File: config.mk
export PLATFORM = sky130hd
export DESIGN_NAME = dkdc_lane
export DESIGN_NICKNAME = d
export VERILOG_FILES = /design/src/design/dkdc_pkg.sv /design/src/design/dkdc_lane.sv
export SDC_FILE = /design/constraint.sdc
export NUM_CORES = 2
export LEC_CHECK = 0
export BUFFER_PORTS_ARGS = -buffer_cell sky130_fd_sc_hd__buf_2
export CAP_MARGIN = 5
export CELL_PAD_IN_SITES_DETAIL_PLACEMENT = 0
export CELL_PAD_IN_SITES_GLOBAL_PLACEMENT = 1
export CORE_AREA = 2 2 356 358
export DETAILED_ROUTE_END_ITERATION = 10
export DIE_AREA = 0 0 358 360
export GPL_ROUTABILITY_DRIVEN = 0
export PLACE_DENSITY = 0.65
export SYNTH_ARGS = -nofsm -noshare
export SYNTH_HDL_FRONTEND = slang
export SYNTH_SLANG_ARGS = --single-unit
File: constraint.sdc
create_clock -name clk_i -period 20.1 [get_ports clk_i]
set_input_delay 1.005 -clock clk_i [delete_from_list [all_inputs] [get_ports clk_i]]
set_output_delay 1.005 -clock clk_i [all_outputs]
set_load 0.02 [all_outputs]
File: src/design/dkdc_pkg.sv
// Shared types and constants of the dual Kalman differential current block.
package dkdc_pkg;

  localparam int unsigned CFG_W    = 32;
  localparam int unsigned NOISE_W  = 32;
  localparam int unsigned COV_W    = 32;
  localparam int unsigned CNT_W    = 16;
  localparam int unsigned APC_FRAC = 24;
  localparam int unsigned IDX_W    = 3;

  localparam logic [IDX_W-1:0] REG_PROCESS_NOISE = 3'd0;
  localparam logic [IDX_W-1:0] REG_MEASURE_NOISE = 3'd1;
  localparam logic [IDX_W-1:0] REG_NUM_SAMPLES   = 3'd2;
  localparam logic [IDX_W-1:0] REG_AMPS_PER_CNT  = 3'd3;
  localparam logic [IDX_W-1:0] REG_CUR_OFFSET    = 3'd4;
  localparam logic [IDX_W-1:0] REG_INIT_COV_SNS  = 3'd5;
  localparam logic [IDX_W-1:0] REG_INIT_COV_REF  = 3'd6;

  typedef struct packed {
    logic [NOISE_W-1:0] q;
    logic [NOISE_W-1:0] r;
  } dkdc_noise_t;

  typedef struct packed {
    logic [CNT_W-1:0]        target;
    logic [CFG_W-1:0]        apc;
    logic signed [CFG_W-1:0] offset;
  } dkdc_scale_t;

endpackage

File: src/design/dkdc_lane.sv
// One scalar Kalman filter lane with a bit-serial gain divider.
module dkdc_lane
  import dkdc_pkg::*;
#(
  parameter int unsigned ADC_BITS  = 12,
  parameter int unsigned FRAC_BITS = 16
) (
  input  logic                          clk_i,
  input  logic                          rst_ni,
  input  logic                          start_i,
  input  logic [ADC_BITS-1:0]           z_i,
  input  dkdc_noise_t                   noise_i,
  input  logic                          load_i,
  input  logic [CNT_W-1:0]              init_i,
  output logic                          done_o,
  output logic [ADC_BITS+FRAC_BITS-1:0] est_o
);

  localparam int unsigned EST_W = ADC_BITS + FRAC_BITS;
  localparam int unsigned K_W   = FRAC_BITS + 1;
  localparam int unsigned DEN_W = COV_W + 1;
  localparam int unsigned STP_W = $clog2(K_W + 1);
  localparam logic [K_W-1:0] ONE = K_W'(1) << FRAC_BITS;

  typedef enum logic [1:0] {L_IDLE, L_DIV, L_MUL, L_UPD} lane_state_e;

  lane_state_e             state_q;
  logic [EST_W-1:0]        est_q;
  logic [COV_W-1:0]        cov_q, pp_q;
  logic [DEN_W-1:0]        den_q, rem_q;
  logic                    nb_q, dz_q, up_q, done_q;
  logic [K_W-1:0]          k_q;
  logic [STP_W-1:0]        step_q;
  logic [ADC_BITS-1:0]     z_q;
  logic [K_W+EST_W-1:0]    px_q;
  logic [K_W+COV_W-1:0]    pc_q;

  logic [COV_W:0]          pp_sum;
  logic [COV_W-1:0]        pp_d;
  logic [DEN_W-1:0]        den_d;
  logic [DEN_W:0]          trial;
  logic [63:0]             init_wide;
  logic [COV_W-1:0]        init_cov;
  logic [EST_W-1:0]        zf, mag;
  logic [K_W-1:0]          k_eff;

  always_comb begin
    pp_sum    = {1'b0, cov_q} + {1'b0, noise_i.q};
    pp_d      = pp_sum[COV_W] ? '1 : pp_sum[COV_W-1:0];
    den_d     = {1'b0, pp_d} + {1'b0, noise_i.r};
    trial     = {rem_q, nb_q};
    init_wide = 64'(init_i) << FRAC_BITS;
    init_cov  = (|init_wide[63:COV_W]) ? '1 : init_wide[COV_W-1:0];
    zf        = {z_q, {FRAC_BITS{1'b0}}};
    mag       = (zf >= est_q) ? zf - est_q : est_q - zf;
    k_eff     = dz_q ? '0 : k_q;
  end

  always_ff @(posedge clk_i or negedge rst_ni) begin
    if (!rst_ni) begin
      state_q <= L_IDLE;
      est_q   <= '0;
      cov_q   <= '0;
      done_q  <= 1'b0;
      step_q  <= '0;
    end else begin
      done_q <= 1'b0;
      unique case (state_q)
        L_IDLE: begin
          if (load_i) begin
            cov_q <= init_cov;
          end else if (start_i) begin
            z_q     <= z_i;
            pp_q    <= pp_d;
            den_q   <= den_d;
            dz_q    <= (den_d == '0);
            rem_q   <= DEN_W'(pp_d >> 1);
            nb_q    <= pp_d[0];
            k_q     <= '0;
            step_q  <= '0;
            state_q <= L_DIV;
          end
        end
        L_DIV: begin
          // Restoring division: one quotient bit of the gain per cycle.
          if (trial >= {1'b0, den_q}) begin
            rem_q <= DEN_W'(trial - {1'b0, den_q});
            k_q   <= {k_q[K_W-2:0], 1'b1};
          end else begin
            rem_q <= trial[DEN_W-1:0];
            k_q   <= {k_q[K_W-2:0], 1'b0};
          end
          nb_q   <= 1'b0;
          step_q <= step_q + 1'b1;
          if (step_q == STP_W'(K_W - 1)) begin
            state_q <= L_MUL;
          end
        end
        L_MUL: begin
          up_q    <= (zf >= est_q);
          px_q    <= k_eff * mag;
          pc_q    <= (ONE - k_eff) * pp_q;
          state_q <= L_UPD;
        end
        L_UPD: begin
          if (up_q) begin
            est_q <= est_q + px_q[FRAC_BITS +: EST_W];
          end else begin
            est_q <= est_q - px_q[FRAC_BITS +: EST_W];
          end
          cov_q   <= pc_q[FRAC_BITS +: COV_W];
          done_q  <= 1'b1;
          state_q <= L_IDLE;
        end
        default: state_q <= L_IDLE;
      endcase
    end
  end

  assign done_o = done_q;
  assign est_o  = est_q;

endmodule

==> impl_results.md <==
* Reg clk slew, reported paths at 70 ps
* CTS tree: yes
* Layout area overhead at 7.46%
* Register-to-register setup slack at 8720 ps
* CP endpoint kind: flip-flop
* CTS Buffer Depth at 3
* Reg2reg end: px_q[43]
* Fill cells at 12.5k
* Top cells by area, synth: fa_1, edfxtp_1, ha_1
* Die area at 0.129 sq mm
* Tmin final at 11380 ps
* Gr usage total at 23.6%
* Vias post-DR at 37.4k
* Worst reg2reg path startpoint: est_o[0]
* Avg WL per Cell at 20.6 um
* First-pass DRT Iterations at 5
* Slew margin rel. at 7.11%
* Fmax at 0.0879 GHz
* Tcrit/Tclk final at 56.6%
* Post-CTS sizing at 0
* Hold Violations, Final at 0
* Critical Path RT at 20410 ps
* Post-synth ARST share at 26.4%
* Avg Cell Area, Syn at 8.99 sq um
* CTS HTree Levels at 2
* CTS buffer count at 34
* Drt drc at 0
* Worst Hold Class: in -> async
* Core Area at 0.125 sq mm
* Library cells used by synthesis at 89
* Critical Path End: px_q[43]
* Worst EP arrival at 11690 ps
* Initial DRC count at 2296
* Io pins at 125
* Final setup viols at 0
* Delay of the slowest cell on the worst path at 1120 ps
* Run status: complete, no violations
* Clock Latency Late Sink at 600 ps
* DRT antenna net count at 0
* Die Span Y at 360 um
* Root buf cell: clkbuf_16
* Reg2Reg Depth at 31
* Pin slew with the least headroom to its limit at 1380 ps
* Most used cell, CP: fa_1
* Post-synth EDFFs at 190
* Drt total wl at 149000 um
* Sequential share of the synthesized area at 14.9%
* Max stage delay cell, worst path: xnor2_1
* GRT overflow at 0
* Cell row count at 130
* Post-CTS setup buffers at 0
* Unrepaired setup endpoints after global routing: no
* Share of layout cells above drive strength 1 at 6.85%
* Critical path class: reg -> reg
* Initial Utilization at 39.8%
* CP startpoint: est_o[0]
* Initial antenna violation count at 5
* Die width at 358 um
* Cell Area, Synth at 0.0498 sq mm
* Post-synthesis cell count at 5538
* First-pass GRT wire length at 234000 um
* Slew Viols, Final at 0
* Vias per cell at 5.18
* Synth Register Bits at 258
* Top cell type by total area after synthesis: fa_1
* Crit start category: flip-flop
* Setup Skew at 37.6 ps
* PortBufs at 124
* Critical path fanouts, max at 21
* Max-cap violations at 0
* Top-area cell type share of the netlist area at 35.0%
* Clk sinks at 258
* Synth Warn # at 0
* Largest net degree at the start of global routing at 67
* Vias in the first global route at 39.6k
* Ys flop type: edfxtp_1
* Net Count, Synth at 6911
* Post-DP HPWL at 116000 um
* TNS Setup at 0 ps
* Nets at 6922
* Fin area at 0.0535 sq mm
* Placement Cell Area at 0.0524 sq mm
* Cts hold-fix bufs at 0
## worst max-delay path, delay by kind of cell, from the launching register on
kind,cells,cell delay (ps)
simple gates,5,1490
buf+inv,6,1070
xor+xnor,2,1520
flops,1,560
fa+ha+maj,8,3490
compound gates,10,2920
## metal layers
metal	GRT usage (%)	vias to the layer above	share of wire, %
li1	-	17300	-
met1	31.7	19100	44
met2	40.4	839	49
met3	2.50	163	4.4
met4	5.81	2	2.5
met5	0	-	0.0087
## how the worst min path moves through the flow
stage	start	endpoint	slack (ps)	depth (start not counted)
floorplan	pc_q[16]	cov_q[0]	440	1
global placement	pc_q[27]	cov_q[11]	460	1
detailed placement	pc_q[31]	cov_q[15]	460	1
CTS	rst_ni	est_o[22]	430	1
global route	rst_ni	est_o[22]	450	1
finish	rst_ni	est_o[22]	430	1
## cells in the final DEF (no fill, tap or decap), types with 35 or more instances in the layout
master    Yosys  layout
fa_1        870     870
nand2_1     857     857
o21ai_0     125     125
nor2b_1      45      35
dfrtp_1      68      68
or2_2        50      50
nand3_1      36      36
buf_2        10     123
xnor2_1     141     129
nor3_1       64      63
xor2_1       95      95
and2_1      214     212
o21a_1       39      39
buf_4         2      87
ha_1        407     404
a21oi_1     211     211
edfxtp_1    190     190
inv_1      1083    1083
a21o_1       88      88
nor2_1      291     291
## kinds of logic (layout without fill, tap and decap cells)
| family | after synthesis | in the layout | share of synthesized area, % |
|---|---|---|---|
| AND/OR/NAND/NOR | 1708 | 1708 | 15.6 |
| buffers and inverters | 1320 | 1357 | 9.99 |
| adder cells (fa/ha/maj) | 1277 | 1277 | 45.2 |
| AO/OA/AOI/OAI | 681 | 681 | 8.83 |
| flip-flops | 258 | 258 | 14.9 |
| XOR/XNOR | 239 | 239 | 4.29 |
| multiplexers | 55 | 55 | 1.16 |
| other | 0 | 6 | 0 |
## cells in the mapped netlist (all sizes together) (9+ instances only)
cell type and count:
nand4 21, mux2 21, buf 19, edfxtp 190, o21ai 130, o31ai 16, nor4 15, and3 19
nor2b 45, nand2 857, fa 870, o211ai 13, a211oi 23, nand2b 32, nand3 36, or4 9
or3 20, clkbuf 216, inv 1084, a21o 88, nor2 291, o21a 39, o21bai 26, xnor2 142
nor3b 11, a21boi 12, a31oi 29, mux2i 34, a22o 16, xor2 96, and2 214, nor3 64
or2 50, a21oi 212, ha 407, dfrtp 68
## flip-flops by register name (all words and copies together), names as in the netlist, 5 cells and up
signal,count
pp_q,32
pc_q,32
est_o,28
px_q,28
cov_q,32
k_q,17
step_q,5
den_q,33
rem_q,33
z_q,12
## final cells by class
cell class | instances | area [sq um] | share of cell area, %
Antenna cell | 6 | 15.0 | 0.0281
Inverter | 1085 | 4070 | 7.61
Clock inverter | 15 | 165 | 0.309
Timing Repair Buffer | 210 | 1270 | 2.37
Sequential cell | 258 | 7410 | 13.8
Clock buffer | 47 | 920 | 1.72
Tap cell | 1650 | 2060 | 3.86
Multi-Input combinational cell | 3960 | 37600 | 70.3
## metrics by stage
step / hold WS, ps / setup WS (ps) / utilization, % / std cells
after floorplan: 443 / 11030 / - / 5538
after global placement: 463 / 8990 / 41.9 / 7163
after detailed placement: 464 / 8770 / 41.9 / 7163
after CTS: 426 / 8680 / 42.8 / 7225
after global routing: 449 / 8190 / 42.8 / 7225
final: 429 / 8720 / 42.8 / 7231
Power is left out: the tool's default activity adds up to more than one toggle a clock period on the data nets, which glitch-free logic cannot reach.
