==> config.mk <==
export PLATFORM = sky130hd
export DESIGN_NAME = dkdc_merge
export DESIGN_NICKNAME = d
export VERILOG_FILES = /design/src/design/dkdc_pkg.sv /design/src/design/dkdc_merge.sv
export SDC_FILE = /design/constraint.sdc
export NUM_CORES = 2
export LEC_CHECK = 0
export BUFFER_PORTS_ARGS = -buffer_cell sky130_fd_sc_hd__buf_2
export CORE_ASPECT_RATIO = 1.1
export CORE_MARGIN = 10
export CORE_UTILIZATION = 48
export DETAILED_ROUTE_END_ITERATION = 8
export PLACE_DENSITY_LB_ADDON = 0.05
export SETUP_SLACK_MARGIN = 0.4
export SLEW_MARGIN = 0
export SYNTH_ARGS = -nofsm -noshare
export SYNTH_HDL_FRONTEND = slang
export SYNTH_SLANG_ARGS = --single-unit
export TNS_END_PERCENT = 5
==> constraint.sdc <==
create_clock -name clk_i -period 10.3 [get_ports clk_i]
set_input_delay 0.515 -clock clk_i [delete_from_list [all_inputs] [get_ports clk_i]]
set_output_delay 0.515 -clock clk_i [all_outputs]
set_load 0.05 [all_outputs]
==> src/design/dkdc_pkg.sv <==
// Shared types and constants of the dual Kalman differential current block.
package dkdc_pkg;

  localparam int unsigned CFG_W    = 32;
  localparam int unsigned NOISE_W  = 32;
  localparam int unsigned COV_W    = 32;
  localparam int unsigned CNT_W    = 16;
  localparam int unsigned APC_FRAC = 24;
  localparam int unsigned IDX_W    = 3;

  localparam logic [IDX_W-1:0] REG_PROCESS_NOISE = 3'd0;
  localparam logic [IDX_W-1:0] REG_MEASURE_NOISE = 3'd1;
  localparam logic [IDX_W-1:0] REG_NUM_SAMPLES   = 3'd2;
  localparam logic [IDX_W-1:0] REG_AMPS_PER_CNT  = 3'd3;
  localparam logic [IDX_W-1:0] REG_CUR_OFFSET    = 3'd4;
  localparam logic [IDX_W-1:0] REG_INIT_COV_SNS  = 3'd5;
  localparam logic [IDX_W-1:0] REG_INIT_COV_REF  = 3'd6;

  typedef struct packed {
    logic [NOISE_W-1:0] q;
    logic [NOISE_W-1:0] r;
  } dkdc_noise_t;

  typedef struct packed {
    logic [CNT_W-1:0]        target;
    logic [CFG_W-1:0]        apc;
    logic signed [CFG_W-1:0] offset;
  } dkdc_scale_t;

endpackage

==> src/design/dkdc_merge.sv <==
// Merging stage: difference sum, serial mean divider, scaling and output register.
module dkdc_merge
  import dkdc_pkg::*;
#(
  parameter int unsigned EST_W = 28
) (
  input  logic                    clk_i,
  input  logic                    rst_ni,
  input  logic                    add_i,
  input  logic [EST_W-1:0]        est_a_i,
  input  logic [EST_W-1:0]        est_b_i,
  input  dkdc_scale_t             scale_i,
  output logic                    ready_o,
  output logic                    out_valid_o,
  input  logic                    out_ready_i,
  output logic signed [CFG_W-1:0] dc_current_o,
  output logic [EST_W-1:0]        mean_difference_o
);

  localparam int unsigned SUM_W = EST_W + CNT_W;
  localparam int unsigned STP_W = $clog2(EST_W + 1);
  localparam int unsigned PRD_W = EST_W + CFG_W;
  localparam int unsigned SCL_W = PRD_W - APC_FRAC;
  localparam int unsigned DC_W  = SCL_W + 2;

  typedef enum logic [2:0] {M_IDLE, M_DIV, M_MUL, M_SAT, M_HOLD} merge_state_e;

  merge_state_e            state_q;
  logic [SUM_W-1:0]        sum_q;
  logic [CNT_W-1:0]        cnt_q, div_q;
  logic [CNT_W-1:0]        rem_q;
  logic [EST_W-1:0]        num_q;
  logic [STP_W-1:0]        step_q;
  logic [PRD_W-1:0]        prod_q;
  logic signed [CFG_W-1:0] dc_q, dc_out_q;
  logic [EST_W-1:0]        mean_out_q;
  logic                    out_valid_q;

  logic [EST_W-1:0]        diff;
  logic [SUM_W-1:0]        sum_new;
  logic [CNT_W-1:0]        cnt_new, target;
  logic                    emit;
  logic                    load_out;
  logic [CNT_W:0]          trial;
  logic signed [DC_W-1:0]  dc_wide;
  logic signed [CFG_W-1:0] dc_sat;

  always_comb begin
    diff     = (est_a_i >= est_b_i) ? est_a_i - est_b_i : est_b_i - est_a_i;
    sum_new  = sum_q + SUM_W'(diff);
    cnt_new  = cnt_q + 1'b1;
    target   = (scale_i.target == '0) ? CNT_W'(1) : scale_i.target;
    emit     = (cnt_new != '0) && (cnt_new >= target);
    load_out = (state_q == M_HOLD) && (!out_valid_q || out_ready_i);
    trial    = {rem_q, num_q[EST_W-1]};
    dc_wide  = $signed({2'b00, prod_q[PRD_W-1:APC_FRAC]})
             - $signed({{(DC_W-CFG_W){scale_i.offset[CFG_W-1]}}, scale_i.offset});
    if (!dc_wide[DC_W-1] && (|dc_wide[DC_W-2:CFG_W-1])) begin
      dc_sat = {1'b0, {(CFG_W-1){1'b1}}};
    end else if (dc_wide[DC_W-1] && !(&dc_wide[DC_W-2:CFG_W-1])) begin
      dc_sat = {1'b1, {(CFG_W-1){1'b0}}};
    end else begin
      dc_sat = dc_wide[CFG_W-1:0];
    end
  end

  always_ff @(posedge clk_i or negedge rst_ni) begin
    if (!rst_ni) begin
      state_q     <= M_IDLE;
      sum_q       <= '0;
      cnt_q       <= '0;
      step_q      <= '0;
      out_valid_q <= 1'b0;
    end else begin
      if (load_out) begin
        out_valid_q <= 1'b1;
      end else if (out_valid_q && out_ready_i) begin
        out_valid_q <= 1'b0;
      end
      unique case (state_q)
        M_IDLE: begin
          if (add_i) begin
            if (emit) begin
              div_q   <= cnt_new;
              num_q   <= sum_new[EST_W-1:0];
              rem_q   <= sum_new[SUM_W-1:EST_W];
              step_q  <= '0;
              sum_q   <= '0;
              cnt_q   <= '0;
              state_q <= M_DIV;
            end else begin
              sum_q <= sum_new;
              cnt_q <= cnt_new;
            end
          end
        end
        M_DIV: begin
          // Quotient bits shift into the dividend register as it empties.
          if (trial >= {1'b0, div_q}) begin
            rem_q <= CNT_W'(trial - {1'b0, div_q});
            num_q <= {num_q[EST_W-2:0], 1'b1};
          end else begin
            rem_q <= trial[CNT_W-1:0];
            num_q <= {num_q[EST_W-2:0], 1'b0};
          end
          step_q <= step_q + 1'b1;
          if (step_q == STP_W'(EST_W - 1)) begin
            state_q <= M_MUL;
          end
        end
        M_MUL: begin
          prod_q  <= PRD_W'(num_q) * PRD_W'(scale_i.apc);
          state_q <= M_SAT;
        end
        M_SAT: begin
          dc_q    <= dc_sat;
          state_q <= M_HOLD;
        end
        M_HOLD: begin
          if (load_out) begin
            dc_out_q   <= dc_q;
            mean_out_q <= num_q;
            state_q    <= M_IDLE;
          end
        end
        default: state_q <= M_IDLE;
      endcase
    end
  end

  assign ready_o           = (state_q == M_IDLE);
  assign out_valid_o       = out_valid_q;
  assign dc_current_o      = dc_out_q;
  assign mean_difference_o = mean_out_q;

endmodule

==> results.sh <==
export IMPL_relSlewSlack_pct=23.5
export IMPL_gp_congestion=0.896
export IMPL_dpl_cell_count=6377
export IMPL_startpoint_type="flop"
export IMPL_clock_power_share_pct=8.2
export IMPL_critPathBufInv=4
export IMPL_antenna_found_initial=16
export IMPL_cp_end_kind="flop"
export IMPL_sequentialPowerShare_pct=12.1
export IMPL_detail_route_antenna_nets=0
export IMPL_cts_htree_levels=2
export IMPL_crit_cells=23
export IMPL_cts_tree="yes"
export IMPL_slowest_stage="edfxtp_1"
export IMPL_path_clk_slew_ps=60
export IMPL_maxCapViolations=0
export IMPL_cpPeakStageDelay_ps=960
export IMPL_grt_max_degree=61
export IMPL_status="finished clean"
export IMPL_cp_top_family="adder cells"
export IMPL_num_rows=119
export IMPL_crit_fanout=20
export IMPL_ir_worst_vdd_uv=583
export IMPL_ys_types=88
export IMPL_syn2layout_area_growth_pct=6.87
export IMPL_clock_sinks=257
export IMPL_crit_path_cell_trace="buf_4 > and2_1 > fa_1 > fa_1 > fa_1 > inv_1 > fa_1 > inv_1 > fa_1 > fa_1 > fa_1 > ha_1 > a21oi_1 > o21ai_0 > a211oi_1 > a311oi_1 > buf_4 > o31ai_2 > a211oi_1 > or2_2 > a2111oi_2 > o21bai_1 > xor2_1"
export IMPL_powerDensity_mw_per_mm2=300
export IMPL_wl_per_cell_um=20.1
export IMPL_viasPerCell=5.36
export IMPL_fmax_mhz=121
export IMPL_synth_area_per_cell_um2=9.02
export IMPL_cpMostUsedCell="fa_1"
export IMPL_portBuffers=201
export IMPL_fin_nets=6431
export IMPL_hold_viol_final=0
export IMPL_p_sw_mw=7.53
export IMPL_switching_share_pct=51.0
export IMPL_netlist_area_mm2=0.0460
export IMPL_ctsLongestPathBuffers=3
export IMPL_grt_overflow=0
export IMPL_fp_coreArea_mm2=0.0954
export IMPL_post_route_drc_count=0
export IMPL_initialDrtViolationCount=2165
export IMPL_worstHoldPathType="in2reg"
export IMPL_setup_slack_ps=2040
export IMPL_first_pass_iters=6
export IMPL_instances_no_fill=6442
export IMPL_min_period_ps=8260
export IMPL_synth_seq_cells=257
export IMPL_die_area_mm2=0.109
export IMPL_drive_above_1_share_pct=6.94
export IMPL_grt_first_pass_wirelength_um=205000
export IMPL_ys_seq_area_share_pct=16.0
export IMPL_worstMarginPinSlew_ps=1140
export IMPL_vias=34523
export IMPL_wl_um=130000
export IMPL_critPathKind="reg2reg"
export IMPL_leakage_nw=24.4
export IMPL_worstSkewPairLatency_ps=570
export IMPL_grt_pass1_vias=36133
export IMPL_start_util_pct=48.2
export IMPL_syn_nets=6388
export IMPL_rr_worst_depth=23
export IMPL_synth_edf_count=188
export IMPL_post_place_ws_ps=2050
export IMPL_whs_path_depth=4
export IMPL_finalSetupTns_ps=0
export IMPL_die_w_um=315
export IMPL_cts_made_buffers=35
export IMPL_drv_slew=0
export IMPL_rsz0062_at_grt="false"
export IMPL_fin_worst_skew_ps=16.5
export IMPL_ys_warn_count=0
export IMPL_cp_required_ps=10610
export IMPL_synthFlopType="edfxtp_1"
export IMPL_ctsResizeCount=0
export IMPL_comb_power_share_pct=79.7
export IMPL_io_pins=202
export IMPL_critical_path_arrival_ps=8570
export IMPL_hpwlAfterDp_um=103000
export IMPL_root_buffer="clkbuf_16"
export IMPL_finalCritPeriodShare_pct=80.2
export IMPL_grt_usage_pct=24.1
export IMPL_intPower_mw=7.24
export IMPL_setup_viol=0
export IMPL_die_y_um=345
export IMPL_async_flop_share_pct=26.8
export IMPL_netlist_instances=5102
==> state kept, by name, summed over array words and instances, names as in the netlist, 28 cells and up <==
| signal | flops |
|---|---|
| num_q | 28 |
| sum_q | 44 |
| dc_current_o | 32 |
| prod_q | 36 |
| mean_difference_o | 28 |
| dc_q | 32 |
==> per-layer routing <==
layer | vias up | wire, um | global-route usage, %
met1 | 17541 | 54400 | 31.2
li1 | 15946 | - | -
met2 | 849 | 64700 | 41.8
met4 | 14 | 3360 | 6.06
met5 | - | 78 | 0
met3 | 173 | 6940 | 3.66
==> power by group through the flow <==
| stage | combinational [mW] | clock, mW | sequential [mW] |
|---|---|---|---|
| floorplan | 8.66 | 0 | 1.78 |
| global placement | 11.8 | 0 | 1.80 |
| detailed placement | 11.8 | 0 | 1.80 |
| CTS | 11.9 | 1.24 | 1.78 |
| global route | 13.3 | 1.28 | 1.79 |
| finish | 11.8 | 1.21 | 1.78 |
==> synthesized netlist by cell type (all sizes together), types with 6 or more instances <==
master   number  area, um2
a211oi       13       97.6
a21boi        7       52.6
a21o         90        678
a21oi       206       1040
a221oi        7       67.6
a22o         16        140
a311oi        6       52.6
a31o          8       70.1
a31oi        27        175
and2        476       2980
and3         32        203
and4          6       53.8
buf          33        189
clkbuf      225        846
dfrtp        69       1730
edfxtp      188       5650
fa          782      15700
ha          364       4550
inv        1028       3860
nand2       676       2540
nand2b       22        138
nand3        46        230
nand4        29        181
nor2        135        509
nor2b        19        119
nor3         39        195
nor3b         7       52.6
nor4         10       62.6
o2111ai       6       58.8
o211ai       27        208
o21a         22        165
o21ai       173        870
o21bai       25        188
o22ai         6       37.5
o31ai        35        273
or2           6       37.5
or3          13       81.3
xnor2        90        788
xor2         67        587
==> worst min-delay path, delay by kind of cell <==
kind | cells | cell delay [ps]
buffers and inverters | 2 | 130
and+or+nand+nor | 2 | 140
==> cells by family after synthesis <==
kind of cell               Yosys count  share of synthesized area [%]
buffers and inverters             1287                           10.7
and+or+nand+nor                   1531                           16.3
DFF                                257                           16.0
xor gates and xnor gates           157                           2.99
AOI/OAI and AO/OA                  715                           9.91
adders and majority gates         1146                           43.9
muxes                                9                          0.207
==> metrics by stage <==
stage	hold slack (ps)	utilization (%)	power, mW	area, um2
finish	271	51.5	14.8	49200
global route	306	51.5	16.4	49200
CTS	230	51.5	14.9	49200
detailed placement	405	50.4	13.6	48100
global placement	402	50.4	13.6	48100
floorplan	219	-	10.4	46000
==> cells in the final DEF (no fill, tap or decap), types with 10 or more instances in the layout <==
master | netlist | routed
inv_1 | 1028 | 1028
fa_1 | 782 | 782
nand2_1 | 674 | 673
and2_1 | 475 | 474
ha_1 | 364 | 364
a21oi_1 | 204 | 203
buf_2 | 28 | 200
edfxtp_1 | 188 | 188
o21ai_0 | 166 | 166
nor2_1 | 134 | 132
xnor2_1 | 90 | 90
a21o_1 | 88 | 88
dfrtp_1 | 69 | 69
xor2_1 | 67 | 67
buf_4 | 2 | 64
nand3_1 | 46 | 46
nor3_1 | 39 | 39
clkbuf_16 | 0 | 35
o31ai_1 | 33 | 33
nand4_1 | 29 | 29
and3_1 | 30 | 28
a31oi_1 | 26 | 26
o211ai_1 | 26 | 26
o21bai_1 | 25 | 25
nand2b_1 | 22 | 22
o21a_1 | 22 | 22
nor2b_1 | 19 | 19
a22o_1 | 16 | 16
a211oi_1 | 13 | 13
or3_1 | 13 | 13
nor4_1 | 10 | 10
==> layout make-up <==
cell class	instances	area (um2)
Antenna cell	2	5.00
Clock buffer	44	910
Clock inverter	18	188
Fill cell	9235	46300
Inverter	1028	3860
Multi-Input combinational cell	3558	33800
Sequential cell	257	7370
Tap cell	1270	1590
Timing Repair Buffer	265	1490
==> repair_timing <==
action | CTS | global route
hold buffers | 1 | 0
setup buffers | 0 | 0
endpoints found under the hold margin | 21 | 0
==> worst paths after layout <==
| kind | start | end | slack, ps |
|---|---|---|---|
| worst max-delay path | num_q[1]$_DFFE_PP_ | prod_q[58]$_DFFE_PP_ | 2040 |
| min in group asynchronous | rst_ni | cnt_q[2]$_DFFE_PN0P_ | 500 |
| worst min register to register | dc_q[16]$_SDFFCE_PP1P_ | dc_current_o[16]$_DFFE_PP_ | 410 |
| max in group asynchronous | rst_ni | sum_q[3]$_DFFE_PN0P_ | 8710 |
| worst max register to register | num_q[1]$_DFFE_PP_ | prod_q[58]$_DFFE_PP_ | 2040 |
| worst min-delay path | out_ready_i | out_valid_o$_DFFE_PN0P_ | 270 |
(Power assumes the default switching activity.)
